--- config.mk ---
export PLATFORM = sky130hd
export DESIGN_NAME = recovery_ejection_controller_core
export DESIGN_NICKNAME = d
export VERILOG_FILES = /design/src/rtl/core/rec_pkg.sv /design/src/rtl/core/rec_div.sv /design/src/rtl/core/rec_dp.sv /design/src/rtl/core/rec_ctrl.sv /design/src/rtl/core/recovery_ejection_controller_core.sv
export SDC_FILE = /design/constraint.sdc
export NUM_CORES = 2
export LEC_CHECK = 0
export CAP_MARGIN = 15
export CORE_MARGIN = 10
export CORE_UTILIZATION = 55
export DETAILED_ROUTE_END_ITERATION = 12
export DONT_BUFFER_PORTS = 1
export GPL_ROUTABILITY_DRIVEN = 0
export GPL_TIMING_DRIVEN = 0
export PLACE_DENSITY = 0.81
export SLEW_MARGIN = 30
export SYNTH_ARGS = -nofsm -noshare
export SYNTH_HDL_FRONTEND = slang
export SYNTH_SLANG_ARGS = --single-unit
export TNS_END_PERCENT = 20
--- constraint.sdc ---
create_clock -name clk_i -period 11.85 [get_ports clk_i]
set_input_delay 1.185 -clock clk_i [delete_from_list [all_inputs] [get_ports clk_i]]
set_output_delay 1.185 -clock clk_i [all_outputs]
set_load 0.02 [all_outputs]
--- src/rtl/core/rec_pkg.sv ---
`default_nettype none

package rec_pkg;

  // Default timing constants, in milliseconds.
  localparam int unsigned VelIntervalMs = 50;
  localparam int unsigned ArmHoldTimeMs = 150;
  localparam int unsigned PulseTimeMs   = 5000;

  // Field widths.
  localparam int unsigned TimeW   = 32;
  localparam int unsigned HeightW = 24;
  localparam int unsigned VelW    = 20;
  localparam int unsigned AccelW  = 16;
  localparam int unsigned CfgIdxW = 3;
  localparam int unsigned CfgW    = 32;

  // The height change magnitude is below 2^24 and times 1000 stays below 2^34.
  localparam int unsigned DiffMagW = HeightW;
  localparam int unsigned ScaleW   = 10;
  localparam int unsigned ProdW    = DiffMagW + ScaleW;
  localparam int unsigned DivCntW  = $clog2(ProdW + 1);
  localparam logic [ScaleW-1:0] VelScale = ScaleW'(1000);

  // Configuration register indexes.
  typedef enum logic [CfgIdxW-1:0] {
    CFG_GROUND_ALT  = 3'd0,
    CFG_ARM_HEIGHT  = 3'd1,
    CFG_ARM_VEL     = 3'd2,
    CFG_ARM_ACCEL   = 3'd3,
    CFG_EJECT_HGT   = 3'd4,
    CFG_EJECT_VEL   = 3'd5,
    CFG_EJECT_ACCEL = 3'd6,
    CFG_FAILSAFE    = 3'd7
  } cfg_idx_e;

  // Flight phase as reported on the result.
  typedef enum logic [1:0] {
    MODE_IDLE  = 2'd0,
    MODE_ARMED = 2'd1,
    MODE_PULSE = 2'd2,
    MODE_DONE  = 2'd3
  } mode_e;

  // Sequencer states.
  typedef enum logic [2:0] {
    ST_IDLE,
    ST_HEIGHT,
    ST_PROD,
    ST_DIV_START,
    ST_DIV_WAIT,
    ST_VEL,
    ST_EVAL
  } ctrl_state_e;

  typedef struct packed {
    logic [TimeW-1:0]          time_ms;
    logic signed [HeightW-1:0] altitude_raw;
    logic [AccelW-1:0]         accel_magnitude;
  } in_beat_t;

  typedef struct packed {
    logic                   pyro_on;
    logic                   armed_flag;
    logic                   done_res;
    logic [1:0]             phase;
    logic signed [VelW-1:0] velocity_est;
  } out_beat_t;

  typedef struct packed {
    logic load_in;
    logic calc_height;
    logic calc_prod;
    logic div_start;
    logic vel_write;
    logic eval;
  } dp_cmd_t;

  typedef struct packed {
    logic vel_update;
    logic div_done;
    logic out_free;
  } dp_stat_t;

endpackage

`default_nettype wire

--- src/rtl/core/rec_div.sv ---
`default_nettype none

// Restoring divider, one quotient bit per cycle.
module rec_div (
  input  wire logic                        clk_i,
  input  wire logic                        rst_ni,
  input  wire logic                        start_i,
  input  wire logic [rec_pkg::ProdW-1:0]   dividend_i,
  input  wire logic [rec_pkg::TimeW-1:0]   divisor_i,
  output logic                             done_o,
  output logic [rec_pkg::ProdW-1:0]        quotient_o
);

  logic [rec_pkg::ProdW-1:0]   quo_q, quo_d;
  logic [rec_pkg::TimeW-1:0]   rem_q, rem_d;
  logic [rec_pkg::DivCntW-1:0] cnt_q, cnt_d;
  logic                        busy_q, busy_d;
  logic                        done_q, done_d;
  logic [rec_pkg::TimeW:0]     rem_sh;
  logic                        ge;

  always_comb begin
    rem_sh = {rem_q, quo_q[rec_pkg::ProdW-1]};
    ge     = rem_sh >= {1'b0, divisor_i};
    quo_d  = quo_q;
    rem_d  = rem_q;
    cnt_d  = cnt_q;
    busy_d = busy_q;
    done_d = 1'b0;
    if (start_i) begin
      quo_d  = dividend_i;
      rem_d  = '0;
      cnt_d  = rec_pkg::DivCntW'(rec_pkg::ProdW);
      busy_d = 1'b1;
    end else if (busy_q) begin
      quo_d = {quo_q[rec_pkg::ProdW-2:0], ge};
      rem_d = ge ? rec_pkg::TimeW'(rem_sh - {1'b0, divisor_i}) : rem_sh[rec_pkg::TimeW-1:0];
      cnt_d = cnt_q - rec_pkg::DivCntW'(1);
      if (cnt_q == rec_pkg::DivCntW'(1)) begin
        busy_d = 1'b0;
        done_d = 1'b1;
      end
    end
  end

  always_ff @(posedge clk_i or negedge rst_ni) begin
    if (!rst_ni) begin
      cnt_q  <= '0;
      busy_q <= 1'b0;
      done_q <= 1'b0;
    end else begin
      cnt_q  <= cnt_d;
      busy_q <= busy_d;
      done_q <= done_d;
    end
  end

  always_ff @(posedge clk_i) begin
    quo_q <= quo_d;
    rem_q <= rem_d;
  end

  assign done_o     = done_q;
  assign quotient_o = quo_q;

endmodule

`default_nettype wire

--- src/rtl/core/rec_dp.sv ---
`default_nettype none

// Datapath: configuration, flight state, velocity estimate and result register.
module rec_dp #(
  parameter int unsigned VEL_INTERVAL_MS  = rec_pkg::VelIntervalMs,
  parameter int unsigned ARM_HOLD_TIME_MS = rec_pkg::ArmHoldTimeMs,
  parameter int unsigned PULSE_TIME_MS    = rec_pkg::PulseTimeMs
) (
  input  wire logic                          clk_i,
  input  wire logic                          rst_ni,
  input  wire rec_pkg::dp_cmd_t              cmd_i,
  output rec_pkg::dp_stat_t                  stat_o,
  input  wire rec_pkg::in_beat_t             in_data_i,
  input  wire logic                          cfg_we_i,
  input  wire logic [rec_pkg::CfgIdxW-1:0]   cfg_index_i,
  input  wire logic [rec_pkg::CfgW-1:0]      cfg_data_i,
  output logic                               out_valid_o,
  input  wire logic                          out_ready_i,
  output rec_pkg::out_beat_t                 out_data_o
);

  localparam int unsigned TW = rec_pkg::TimeW;
  localparam int unsigned HW = rec_pkg::HeightW;
  localparam int unsigned VW = rec_pkg::VelW;
  localparam int unsigned AW = rec_pkg::AccelW;

  // Configuration registers.
  logic signed [HW-1:0] ground_q, arm_height_q, eject_height_q;
  logic signed [VW-1:0] arm_vel_q, eject_vel_q;
  logic [AW-1:0]        arm_accel_q, eject_accel_q;
  logic [TW-1:0]        failsafe_q;

  // Flight state.
  logic                 started_q, started_d;
  logic [TW-1:0]        last_time_q, last_time_d;
  logic signed [HW-1:0] last_height_q;
  logic signed [VW-1:0] velocity_q;
  rec_pkg::mode_e       mode_q, mode_d;
  logic                 hold_active_q, hold_active_d;
  logic [TW-1:0]        hold_start_q, hold_start_d;
  logic [TW-1:0]        arm_time_q, arm_time_d;
  logic [TW-1:0]        pulse_start_q, pulse_start_d;

  // Per-sample working registers.
  rec_pkg::in_beat_t           in_q;
  logic signed [HW-1:0]        height_q;
  logic [TW-1:0]               dt_q;
  logic [rec_pkg::ProdW-1:0]   prod_q;
  logic                        neg_q;

  // Result register.
  logic               out_valid_q;
  rec_pkg::out_beat_t out_q, out_d;

  logic signed [HW:0]         alt_diff;
  logic signed [HW-1:0]       height_sat;
  logic signed [HW:0]         h_diff;
  logic [HW-1:0]              h_mag;
  logic                       div_done;
  logic [rec_pkg::ProdW-1:0]  quotient;
  logic signed [VW-1:0]       vel_sat;
  logic                       arm_cond, hold_ok, eject_cond;
  logic [TW-1:0]              now, hold_ref;

  assign now = in_q.time_ms;

  // Height with saturation to the signed 24-bit range.
  always_comb begin
    alt_diff = {in_q.altitude_raw[HW-1], in_q.altitude_raw} - {ground_q[HW-1], ground_q};
    if (alt_diff[HW] != alt_diff[HW-1]) begin
      height_sat = alt_diff[HW] ? {1'b1, {(HW-1){1'b0}}} : {1'b0, {(HW-1){1'b1}}};
    end else begin
      height_sat = alt_diff[HW-1:0];
    end
  end

  // Height change magnitude and sign.
  always_comb begin
    h_diff = {height_q[HW-1], height_q} - {last_height_q[HW-1], last_height_q};
    h_mag  = h_diff[HW] ? HW'(-h_diff) : h_diff[HW-1:0];
  end

  rec_div u_div (
    .clk_i      (clk_i),
    .rst_ni     (rst_ni),
    .start_i    (cmd_i.div_start),
    .dividend_i (prod_q),
    .divisor_i  (dt_q),
    .done_o     (div_done),
    .quotient_o (quotient)
  );

  // Apply sign and saturate to the signed 20-bit range.
  always_comb begin
    if (!neg_q) begin
      if (quotient > rec_pkg::ProdW'((1 << (VW-1)) - 1)) begin
        vel_sat = {1'b0, {(VW-1){1'b1}}};
      end else begin
        vel_sat = quotient[VW-1:0];
      end
    end else begin
      if (quotient > rec_pkg::ProdW'(1 << (VW-1))) begin
        vel_sat = {1'b1, {(VW-1){1'b0}}};
      end else begin
        vel_sat = VW'(-quotient[VW-1:0]);
      end
    end
  end

  // Arming, ejection and pulse decisions on the current sample.
  always_comb begin
    started_d     = started_q;
    last_time_d   = last_time_q;
    mode_d        = mode_q;
    hold_active_d = hold_active_q;
    hold_start_d  = hold_start_q;
    arm_time_d    = arm_time_q;
    pulse_start_d = pulse_start_q;
    hold_ref      = hold_active_q ? hold_start_q : now;
    arm_cond      = (height_q > arm_height_q) && (velocity_q > arm_vel_q)
                    && (in_q.accel_magnitude > arm_accel_q);
    hold_ok       = (now - hold_ref) > TW'(ARM_HOLD_TIME_MS);
    eject_cond    = (velocity_q < eject_vel_q) && (height_q >= eject_height_q)
                    && (in_q.accel_magnitude < eject_accel_q);

    if (!started_q) begin
      started_d   = 1'b1;
      last_time_d = now;
    end

    if (mode_q == rec_pkg::MODE_IDLE) begin
      if (arm_cond) begin
        hold_active_d = 1'b1;
        hold_start_d  = hold_ref;
        if (hold_ok) begin
          mode_d     = rec_pkg::MODE_ARMED;
          arm_time_d = now;
        end
      end else begin
        hold_active_d = 1'b0;
      end
    end

    if (mode_d == rec_pkg::MODE_ARMED) begin
      // Either the nominal apogee condition or the failsafe timeout starts the pulse.
      if (eject_cond || ((now - arm_time_d) > failsafe_q)) begin
        mode_d        = rec_pkg::MODE_PULSE;
        pulse_start_d = now;
      end
    end else if (mode_d == rec_pkg::MODE_PULSE) begin
      if ((now - pulse_start_q) >= TW'(PULSE_TIME_MS)) begin
        mode_d = rec_pkg::MODE_DONE;
      end
    end

    out_d.pyro_on      = mode_d == rec_pkg::MODE_PULSE;
    out_d.armed_flag   = mode_d != rec_pkg::MODE_IDLE;
    out_d.done_res     = mode_d == rec_pkg::MODE_DONE;
    out_d.phase        = mode_d;
    out_d.velocity_est = velocity_q;
  end

  always_ff @(posedge clk_i or negedge rst_ni) begin
    if (!rst_ni) begin
      ground_q       <= '0;
      arm_height_q   <= HW'(160);
      arm_vel_q      <= VW'(320);
      arm_accel_q    <= AW'(800);
      eject_height_q <= HW'(15200);
      eject_vel_q    <= VW'(96);
      eject_accel_q  <= AW'(480);
      failsafe_q     <= TW'(14000);
    end else if (cfg_we_i) begin
      case (rec_pkg::cfg_idx_e'(cfg_index_i))
        rec_pkg::CFG_GROUND_ALT:  ground_q       <= cfg_data_i[HW-1:0];
        rec_pkg::CFG_ARM_HEIGHT:  arm_height_q   <= cfg_data_i[HW-1:0];
        rec_pkg::CFG_ARM_VEL:     arm_vel_q      <= cfg_data_i[VW-1:0];
        rec_pkg::CFG_ARM_ACCEL:   arm_accel_q    <= cfg_data_i[AW-1:0];
        rec_pkg::CFG_EJECT_HGT:   eject_height_q <= cfg_data_i[HW-1:0];
        rec_pkg::CFG_EJECT_VEL:   eject_vel_q    <= cfg_data_i[VW-1:0];
        rec_pkg::CFG_EJECT_ACCEL: eject_accel_q  <= cfg_data_i[AW-1:0];
        rec_pkg::CFG_FAILSAFE:    failsafe_q     <= cfg_data_i[TW-1:0];
        default: begin
        end
      endcase
    end
  end

  always_ff @(posedge clk_i or negedge rst_ni) begin
    if (!rst_ni) begin
      started_q     <= 1'b0;
      last_time_q   <= '0;
      last_height_q <= '0;
      velocity_q    <= '0;
      mode_q        <= rec_pkg::MODE_IDLE;
      hold_active_q <= 1'b0;
      hold_start_q  <= '0;
      arm_time_q    <= '0;
      pulse_start_q <= '0;
      out_valid_q   <= 1'b0;
    end else begin
      if (cmd_i.vel_write) begin
        velocity_q    <= vel_sat;
        last_height_q <= height_q;
        last_time_q   <= now;
      end
      if (cmd_i.eval) begin
        started_q     <= started_d;
        if (!started_q) begin
          last_time_q <= last_time_d;
        end
        mode_q        <= mode_d;
        hold_active_q <= hold_active_d;
        hold_start_q  <= hold_start_d;
        arm_time_q    <= arm_time_d;
        pulse_start_q <= pulse_start_d;
      end
      if (cmd_i.eval) begin
        out_valid_q <= 1'b1;
      end else if (out_ready_i) begin
        out_valid_q <= 1'b0;
      end
    end
  end

  always_ff @(posedge clk_i) begin
    if (cmd_i.load_in) begin
      in_q <= in_data_i;
    end
    if (cmd_i.calc_height) begin
      height_q <= height_sat;
      dt_q     <= now - last_time_q;
    end
    if (cmd_i.calc_prod) begin
      prod_q <= h_mag * rec_pkg::VelScale;
      neg_q  <= h_diff[HW];
    end
    if (cmd_i.eval) begin
      out_q <= out_d;
    end
  end

  assign stat_o.vel_update = started_q && (dt_q >= TW'(VEL_INTERVAL_MS));
  assign stat_o.div_done   = div_done;
  assign stat_o.out_free   = !out_valid_q || out_ready_i;
  assign out_valid_o       = out_valid_q;
  assign out_data_o        = out_q;

endmodule

`default_nettype wire

--- src/rtl/core/rec_ctrl.sv ---
`default_nettype none

// Sequencer that steps one sample through the datapath.
module rec_ctrl (
  input  wire logic              clk_i,
  input  wire logic              rst_ni,
  input  wire logic              in_valid_i,
  output logic                   in_ready_o,
  input  wire rec_pkg::dp_stat_t stat_i,
  output rec_pkg::dp_cmd_t       cmd_o
);

  rec_pkg::ctrl_state_e state_q, state_d;

  always_comb begin
    state_d = state_q;
    case (state_q)
      rec_pkg::ST_IDLE:      if (in_valid_i) state_d = rec_pkg::ST_HEIGHT;
      rec_pkg::ST_HEIGHT:    state_d = rec_pkg::ST_PROD;
      rec_pkg::ST_PROD: begin
        state_d = stat_i.vel_update ? rec_pkg::ST_DIV_START : rec_pkg::ST_EVAL;
      end
      rec_pkg::ST_DIV_START: state_d = rec_pkg::ST_DIV_WAIT;
      rec_pkg::ST_DIV_WAIT:  if (stat_i.div_done) state_d = rec_pkg::ST_VEL;
      rec_pkg::ST_VEL:       state_d = rec_pkg::ST_EVAL;
      rec_pkg::ST_EVAL:      if (stat_i.out_free) state_d = rec_pkg::ST_IDLE;
      default:               state_d = rec_pkg::ST_IDLE;
    endcase
  end

  always_comb begin
    cmd_o       = '0;
    in_ready_o  = 1'b0;
    case (state_q)
      rec_pkg::ST_IDLE: begin
        in_ready_o    = 1'b1;
        cmd_o.load_in = in_valid_i;
      end
      rec_pkg::ST_HEIGHT:    cmd_o.calc_height = 1'b1;
      rec_pkg::ST_PROD:      cmd_o.calc_prod   = 1'b1;
      rec_pkg::ST_DIV_START: cmd_o.div_start   = 1'b1;
      rec_pkg::ST_VEL:       cmd_o.vel_write   = 1'b1;
      rec_pkg::ST_EVAL:      cmd_o.eval        = stat_i.out_free;
      default: begin
      end
    endcase
  end

  always_ff @(posedge clk_i or negedge rst_ni) begin
    if (!rst_ni) begin
      state_q <= rec_pkg::ST_IDLE;
    end else begin
      state_q <= state_d;
    end
  end

endmodule

`default_nettype wire

--- src/rtl/core/recovery_ejection_controller_core.sv ---
`default_nettype none

// Channel   Direction  Signals                               Beat
// --------  ---------  ------------------------------------  ----------------------------
// in        input      in_valid_i / in_ready_o / in_data_i   one sensor sample
// out       output     out_valid_o / out_ready_i / out_data_o one status result per sample
// cfg       input      cfg_valid_i / cfg_ready_o / cfg_index_i, cfg_data_i  one register write
//
// A sample without a velocity update goes from acceptance through the height and
// product steps to evaluation, which loads the result register. A sample that
// updates the velocity also starts the divider, waits for it and writes the
// velocity before evaluation: the quotient comes from a restoring divider
// that produces one bit per cycle over 34 bits.
// One sample is worked on at a time; the next beat is accepted as soon as the
// result has been moved into the output register, even if that result still
// waits. A stalled output holds the sequencer before that move. Reset returns
// the flight state to idle and the configuration to its defaults; there is no
// clearing pass. The configuration port is always ready.
module recovery_ejection_controller_core #(
  parameter int unsigned VEL_INTERVAL_MS  = rec_pkg::VelIntervalMs,
  parameter int unsigned ARM_HOLD_TIME_MS = rec_pkg::ArmHoldTimeMs,
  parameter int unsigned PULSE_TIME_MS    = rec_pkg::PulseTimeMs
) (
  input  wire logic                          clk_i,
  input  wire logic                          rst_ni,
  input  wire logic                          in_valid_i,
  output logic                               in_ready_o,
  input  wire rec_pkg::in_beat_t             in_data_i,
  output logic                               out_valid_o,
  input  wire logic                          out_ready_i,
  output rec_pkg::out_beat_t                 out_data_o,
  input  wire logic                          cfg_valid_i,
  output logic                               cfg_ready_o,
  input  wire logic [rec_pkg::CfgIdxW-1:0]   cfg_index_i,
  input  wire logic [rec_pkg::CfgW-1:0]      cfg_data_i
);

  rec_pkg::dp_cmd_t  cmd;
  rec_pkg::dp_stat_t stat;

  // The user must send register writes only while no sample is in flight; the block does not enforce it.
  assign cfg_ready_o = 1'b1;

  rec_ctrl u_ctrl (
    .clk_i      (clk_i),
    .rst_ni     (rst_ni),
    .in_valid_i (in_valid_i),
    .in_ready_o (in_ready_o),
    .stat_i     (stat),
    .cmd_o      (cmd)
  );

  rec_dp #(
    .VEL_INTERVAL_MS  (VEL_INTERVAL_MS),
    .ARM_HOLD_TIME_MS (ARM_HOLD_TIME_MS),
    .PULSE_TIME_MS    (PULSE_TIME_MS)
  ) u_dp (
    .clk_i       (clk_i),
    .rst_ni      (rst_ni),
    .cmd_i       (cmd),
    .stat_o      (stat),
    .in_data_i   (in_data_i),
    .cfg_we_i    (cfg_valid_i),
    .cfg_index_i (cfg_index_i),
    .cfg_data_i  (cfg_data_i),
    .out_valid_o (out_valid_o),
    .out_ready_i (out_ready_i),
    .out_data_o  (out_data_o)
  );

endmodule

`default_nettype wire

[Yosys cells after proc, flatten, opt, wreduce, memory -nomap -nowiden]
Cells that the tools add are included.
Cells by class
  add/subtract/negate cells: 10
  $mul: 1
  magnitude comparators: 13
  equality and inequality tests: 22
  multiplexer cells: 46
  reduce and logical (&&, ||, !) cells: 26
Operators by type and width (number)
  $mux W32: 8
  $sub A32 B32 Y32: 5
  $mux W24: 3
  $mux W34: 2
  $mux W20: 3
  $sub A24 B24 Y25: 2
  $gt A34 B19 Y1 const B: 1
  $gt A34 B20 Y1 const B: 1
  $ge A33 B32 Y1: 1
  $ge A32 B13 Y1 const B: 1
  $ge A32 B6 Y1 const B: 1
  $gt A32 B32 Y1: 1
  $gt A32 B8 Y1 const B: 1
  $mul A24 B7 Y31 const B: 1
  $ge A24 B24 Y1: 1
  $gt A24 B24 Y1: 1
  $neg A24 Y24: 1
  $eq A3 B3 Y1 const B: 7
  $pmux W3 S7: 1
  $gt A20 B20 Y1: 1
  $lt A20 B20 Y1: 1
  $neg A20 Y20: 1
  $reduce_and A2 Y1: 9
  $gt A16 B16 Y1: 1
  21 further kinds: 63
Word-level totals
  bits in registers: 615
  input bits: 112

[Depth between registers and ports, before layout]
  word-level depth: 12
  mapped depth: 43

[By module]
A second synthesis with hierarchy kept.
Unflattened totals
  cells, all modules: 4339
  area total of the unflattened synthesis: 42946.2 um2
By module, submodules not included
  rec_dp: instances 1, cells each 3762, area each 37666.1 um2, seq. area each 14422.6 um2
  rec_div: instances 1, cells each 550, area each 5051.1 um2, seq. area each 1861.8 um2
  rec_ctrl: instances 1, cells each 25, area each 217.7 um2, seq. area each 75.1 um2
  recovery_ejection_controller_core: instances 1, cells each 2, area each 11.3 um2, seq. area each 0.0 um2

[Least setup slack after synthesis]
Ideal clock, no wire load.
  path type: register -> register
  start point: register u_dp.hold_active_q
  end point: register u_dp.pulse_start_q[22]
  library setup time: 0.125 ns
  data arrival time: 9.307 ns
  data required time: 11.725 ns
  path slack: 2.419 ns
  cell stages (with the launch flop): 40
  path buffers: 6
  cell sequence: dfrtp_1 clkbuf_1 buf_1 mux2i_1 ha_1 clkbuf_1 a21o_1 a21o_1 a21o_1 a21o_1 a21oi_1 mux2_2 o311ai_0 nor4_1 a31oi_1 clkbuf_1 clkbuf_1 mux2i_1 (+4 left out) nand2_1 o31a_1 a21oi_1 o21ai_0 o41a_1 a221o_1 a31oi_1 o21ai_0 xnor2_1 ha_1 nand4_1 or2_2 nor3_1 and3_1 o22ai_1 o2111ai_1 clkbuf_1 mux2_2
Between the ends
  longest elaborated chain between the ends: 10
  elaborated cells on any way between the ends: 14
RTL lines
  from (decl): RTL line rec_dp.sv:39  | logic hold_active_q, hold_active_d;
  from (signal assigned): RTL line rec_dp.sv:213  | hold_active_q <= hold_active_d;
  $mux W32 (*): RTL line rec_dp.sv:119  | hold_ref = hold_active_q ? hold_start_q : now;
  $sub A32 B32 Y32 (*): RTL line rec_dp.sv:122  | hold_ok = (now - hold_ref) > TW'(ARM_HOLD_TIME_MS);
  $gt A32 B8 Y1 (*): RTL line rec_dp.sv:122
  $mux W32: RTL line rec_dp.sv:135  | if (hold_ok) begin
  $mux W32: RTL line rec_dp.sv:132  | if (arm_cond) begin
  $mux W32: RTL line rec_dp.sv:131  | if (mode_q == rec_pkg::MODE_IDLE) begin
  $sub A32 B32 Y32: RTL line rec_dp.sv:146  | if (eject_cond || ((now - arm_time_d) > failsafe_q)) begin
  $gt A32 B32 Y1: RTL line rec_dp.sv:146
  $logic_or A1 B1 Y1: RTL line rec_dp.sv:146
  $reduce_and A3 Y1 (no source line) (*)
  to (signal assigned): RTL line rec_dp.sv:216  | pulse_start_q <= pulse_start_d;
  to (decl): RTL line rec_dp.sv:42  | logic [TW-1:0] pulse_start_q, pulse_start_d;
Every way passes the cells marked *; elsewhere a longest branch is shown, timed or not.
A chain may end at the register's enable or synchronous reset.

[Worst setup path after layout]
  start point: register u_dp.hold_active_q
  end point: register u_dp.pulse_start_q[27]
Same word-level chain as after synthesis.

==> metrics.md <==
| Metric | Value |
|---|---|
| HPWL after DPL | 78100 um |
| Vias | 33073 |
| Startpoint kind of the worst setup timing path | flop |
| Number of DRC markers in iteration 0 | 2869 |
| Chip width | 297 um |
| Post-Syn Nets | 4942 |
| Family with the most delay on the worst path | compound AO/OA/AOI/OAI gates |
| Combined area of all synthesized cells | 42100 sq um |
| Final routed wirelength across all metal layers | 107000 um |
| Die area | 88000 sq um |
| Worst-Margin Slew | 0.939 ns |
| Total Neg Setup Slack | 0 ns |
| Total CTS buffers | 70 |
| Skew-Pair Late Insertion Delay | 0.66 ns |
| Main combinational cell family by area after synthesis | adder cells |
| Number of global-route vias before repair | 32058 |
| Std-Cell Rows | 101 |
| Vertical die dimension | 297 um |
| Count of buffers inserted at the top-level ports | 0 |
| Crit path arrival time | 11.73 ns |
| All-layer global routing usage | 0.240 |
| Portion of the post-synthesis area used by sequential elements | 0.389 |
| H-tree depth | 3 |
| Max-cap check violation count | 0 |
| Flip-flop and latch count after synthesis | 615 |
| Path category of the worst min-delay check | in2async |
| Simple-Gate Fraction of Synth Area | 0.120 |
| Gate count after technology mapping | 4307 |
| Buffers & Inverters on Critical Path | 5 |
| Count of endpoints failing setup in the final report | 0 |
| Initial core utilization | 0.554 |
| Mean area per synthesized cell | 9.77 sq um |
| Number of buffers inserted to repair setup after CTS | 0 |
| Residual DRC | 0 |
| Yosys Warn Count | 0 |
| Post-layout net count | 5020 |
| Xor/xnor share of the synthesized area | 0.0448 |
| Clock Skew | 0.0562 ns |
| R2r endpoint | u_dp.pulse_start_q[27] |
| Pins over their slew limit | 0 |
| Post-DRT Antenna Nets | 0 |
| Final instance count without filler cells | 5478 |
| Number of clock sinks | 615 |
| Multiplexer area fraction after synthesis | 0.0708 |
| Clk pin slew, worst setup/hold paths | 0.06 ns |
| Cell at the slowest stage of the critical path | fa_1 |
| Critical path class | reg2reg |
| Share of the synthesized area in compound gates (AO/OA/AOI/OAI) | 0.152 |
| RSZ-0062 raised after global routing | no |
| TritonCTS clock tree | built |
| Highest achievable clock rate | 89.1 MHz |
| Average wire length per cell after detail routing | 19.5 um |
| Type of destination of the critical path | flop |
| Highest cell delay on the worst timing path | 0.49 ns |
| Proportion of layout cells with a drive suffix above 1 | 0.0860 |
| Synthesized-area fraction occupied by adder cells | 0.173 |
| Time the final worst path needs with I/O delays and setup | 11.23 ns |
| CTS Root Cell | clkbuf_16 |
| Maximum number of pins on one net before global-route repair | 365 |
| Distinct cell type count after synthesis | 84 |
| Clock buffer depth | 3 |
| Core outline area | 75900 sq um |
| Most common cell after layout, fill and taps aside | ha_1 |
| Worst Path Required | 12.35 ns |
| GRT overflow | 0 |
| Number of flops mapped to enable cells by yosys | 219 |
| Leading register cell type out of synthesis | dfrtp_1 |
| Dpl cells | 5343 |
| Top library cells by usage in the layout, fill and taps aside | ha_1, inv_1, nand2_1 |
| Status | finished, final reports clean |
| Final design utilization | 0.605 |
| Final Cycle Share | 0.947 |
| Initial antenna violation count | 6 |
| Area growth syn-to-layout | 9.20% |
| Async set-or-reset flop fraction in the synthesized netlist | 0.592 |
| Total I/O pin count | 140 |
| Largest driver fanout on the critical path | 10 |
| Relative slew slack | 0.374 |
| Final Hold Fails | 0 |
| Pre-Repair DR Iteration Count | 5 |
| Wire length of the first global-routing pass | 169000 um |
| Worst reg2reg path depth | 39 |
| Worst setup slack for register-to-register paths | 0.62 ns |
| RR Startpoint | u_dp.hold_active_q |
| Via/cell ratio | 6.04 |
-- cell type report --
class / instances / area, sq um
clock inverter: 36 / 453
buffer: 128 / 499
clock buffer: 94 / 1980
tap: 1030 / 1290
fill: 6054 / 30000
timing repair buffer: 6 / 97.6
inverter: 422 / 1580
multi-input combinational: 3142 / 23700
sequential: 615 / 16400
antenna: 5 / 12.5
-- cell usage after synthesis, types with 15 or more instances --
library cell	instances	share of area
inv_1	422	0.038
nor4_1	28	0.0042
o21ai_0	350	0.042
xnor2_1	140	0.029
nor2_1	223	0.020
and2_1	16	0.0024
a21boi_0	15	0.0027
o211ai_1	16	0.0029
dfstp_2	27	0.017
o21bai_1	21	0.0037
o31ai_1	18	0.0032
nor3_1	72	0.0086
a21oi_1	302	0.036
nand3_1	63	0.0075
xor2_1	75	0.016
clkbuf_1	115	0.010
nor2b_1	50	0.0074
and3_1	16	0.0024
or2_2	15	0.0022
dfrtp_1	337	0.20
a21o_1	109	0.019
nand4_1	65	0.0097
nand2b_1	61	0.0091
a211oi_1	25	0.0045
o21a_1	44	0.0079
nand2_1	391	0.035
edfxtp_1	219	0.16
dfxtp_1	32	0.015
o22ai_1	19	0.0028
fa_1	94	0.045
mux2_2	181	0.048
mux2i_1	93	0.022
a31oi_1	27	0.0040
ha_1	429	0.13
-- how the worst max path moves through the flow --
stage	startpoint	endpoint	slack (ns)	depth (start not counted)
after global placement	u_dp.hold_active_q	u_dp.pulse_start_q[25]	-0.08	39
after floorplan	u_dp.hold_active_q	u_dp.pulse_start_q[22]	2.42	39
final	u_dp.hold_active_q	u_dp.pulse_start_q[27]	0.62	39
after detailed placement	u_dp.hold_active_q	u_dp.pulse_start_q[27]	-0.23	39
after CTS	u_dp.hold_active_q	u_dp.pulse_start_q[27]	0.1	39
after global routing	u_dp.hold_active_q	u_dp.pulse_start_q[27]	0.1	39
-- per-layer routing --
layer / wire, um / up-vias / share of wire / GRT usage
met3: 9200 / 260 / 0.086 / 0.0456
met5: 7 / - / 0.000066 / 0
met2: 48400 / 1255 / 0.45 / 0.385
met4: 4230 / 2 / 0.040 / 0.102
met1: 44800 / 16099 / 0.42 / 0.315
li1: - / 15457 / - / -
-- sequential cells by signal, summed over array words and instances (netlist names), 25 cells and up --
register and flops:
u_dp.out_data_o 25, u_dp.pulse_start_q 32, u_dp.now 32, u_dp.dt_q 32, u_dp.u_div.quotient_o 34, u_dp.hold_start_q 32, u_dp.in_q 40, u_dp.u_div.rem_q 32
u_dp.failsafe_q 32, u_dp.prod_q 31, u_dp.arm_time_q 32, u_dp.last_time_q 32
-- per-stage QoR --
step	instance area [sq um]	hold slack, ns	setup WS (ns)
finish	45900	0.242	0.623
detailed placement	43500	0.457	-0.225
CTS	45900	0.212	0.0961
floorplan	42100	0.426	2.42
global route	45900	0.228	0.0991
global placement	43400	0.452	-0.0836
-- cell families after synthesis --
logic type / after synthesis
simple gates: 1066
compound gates: 1058
flops: 615
buf+inv: 550
fa+ha+maj: 527
mux: 275
xor+xnor: 215
other cells: 1
-- timing repair --
action / CTS / global route
hold buffers: 0 / 0
endpoints found under the setup margin: 30 / 32
gates resized for setup: 4 / 10
Power is not shown: default switching activity piles up to over one toggle a cycle in this logic, so the estimate is an artifact.
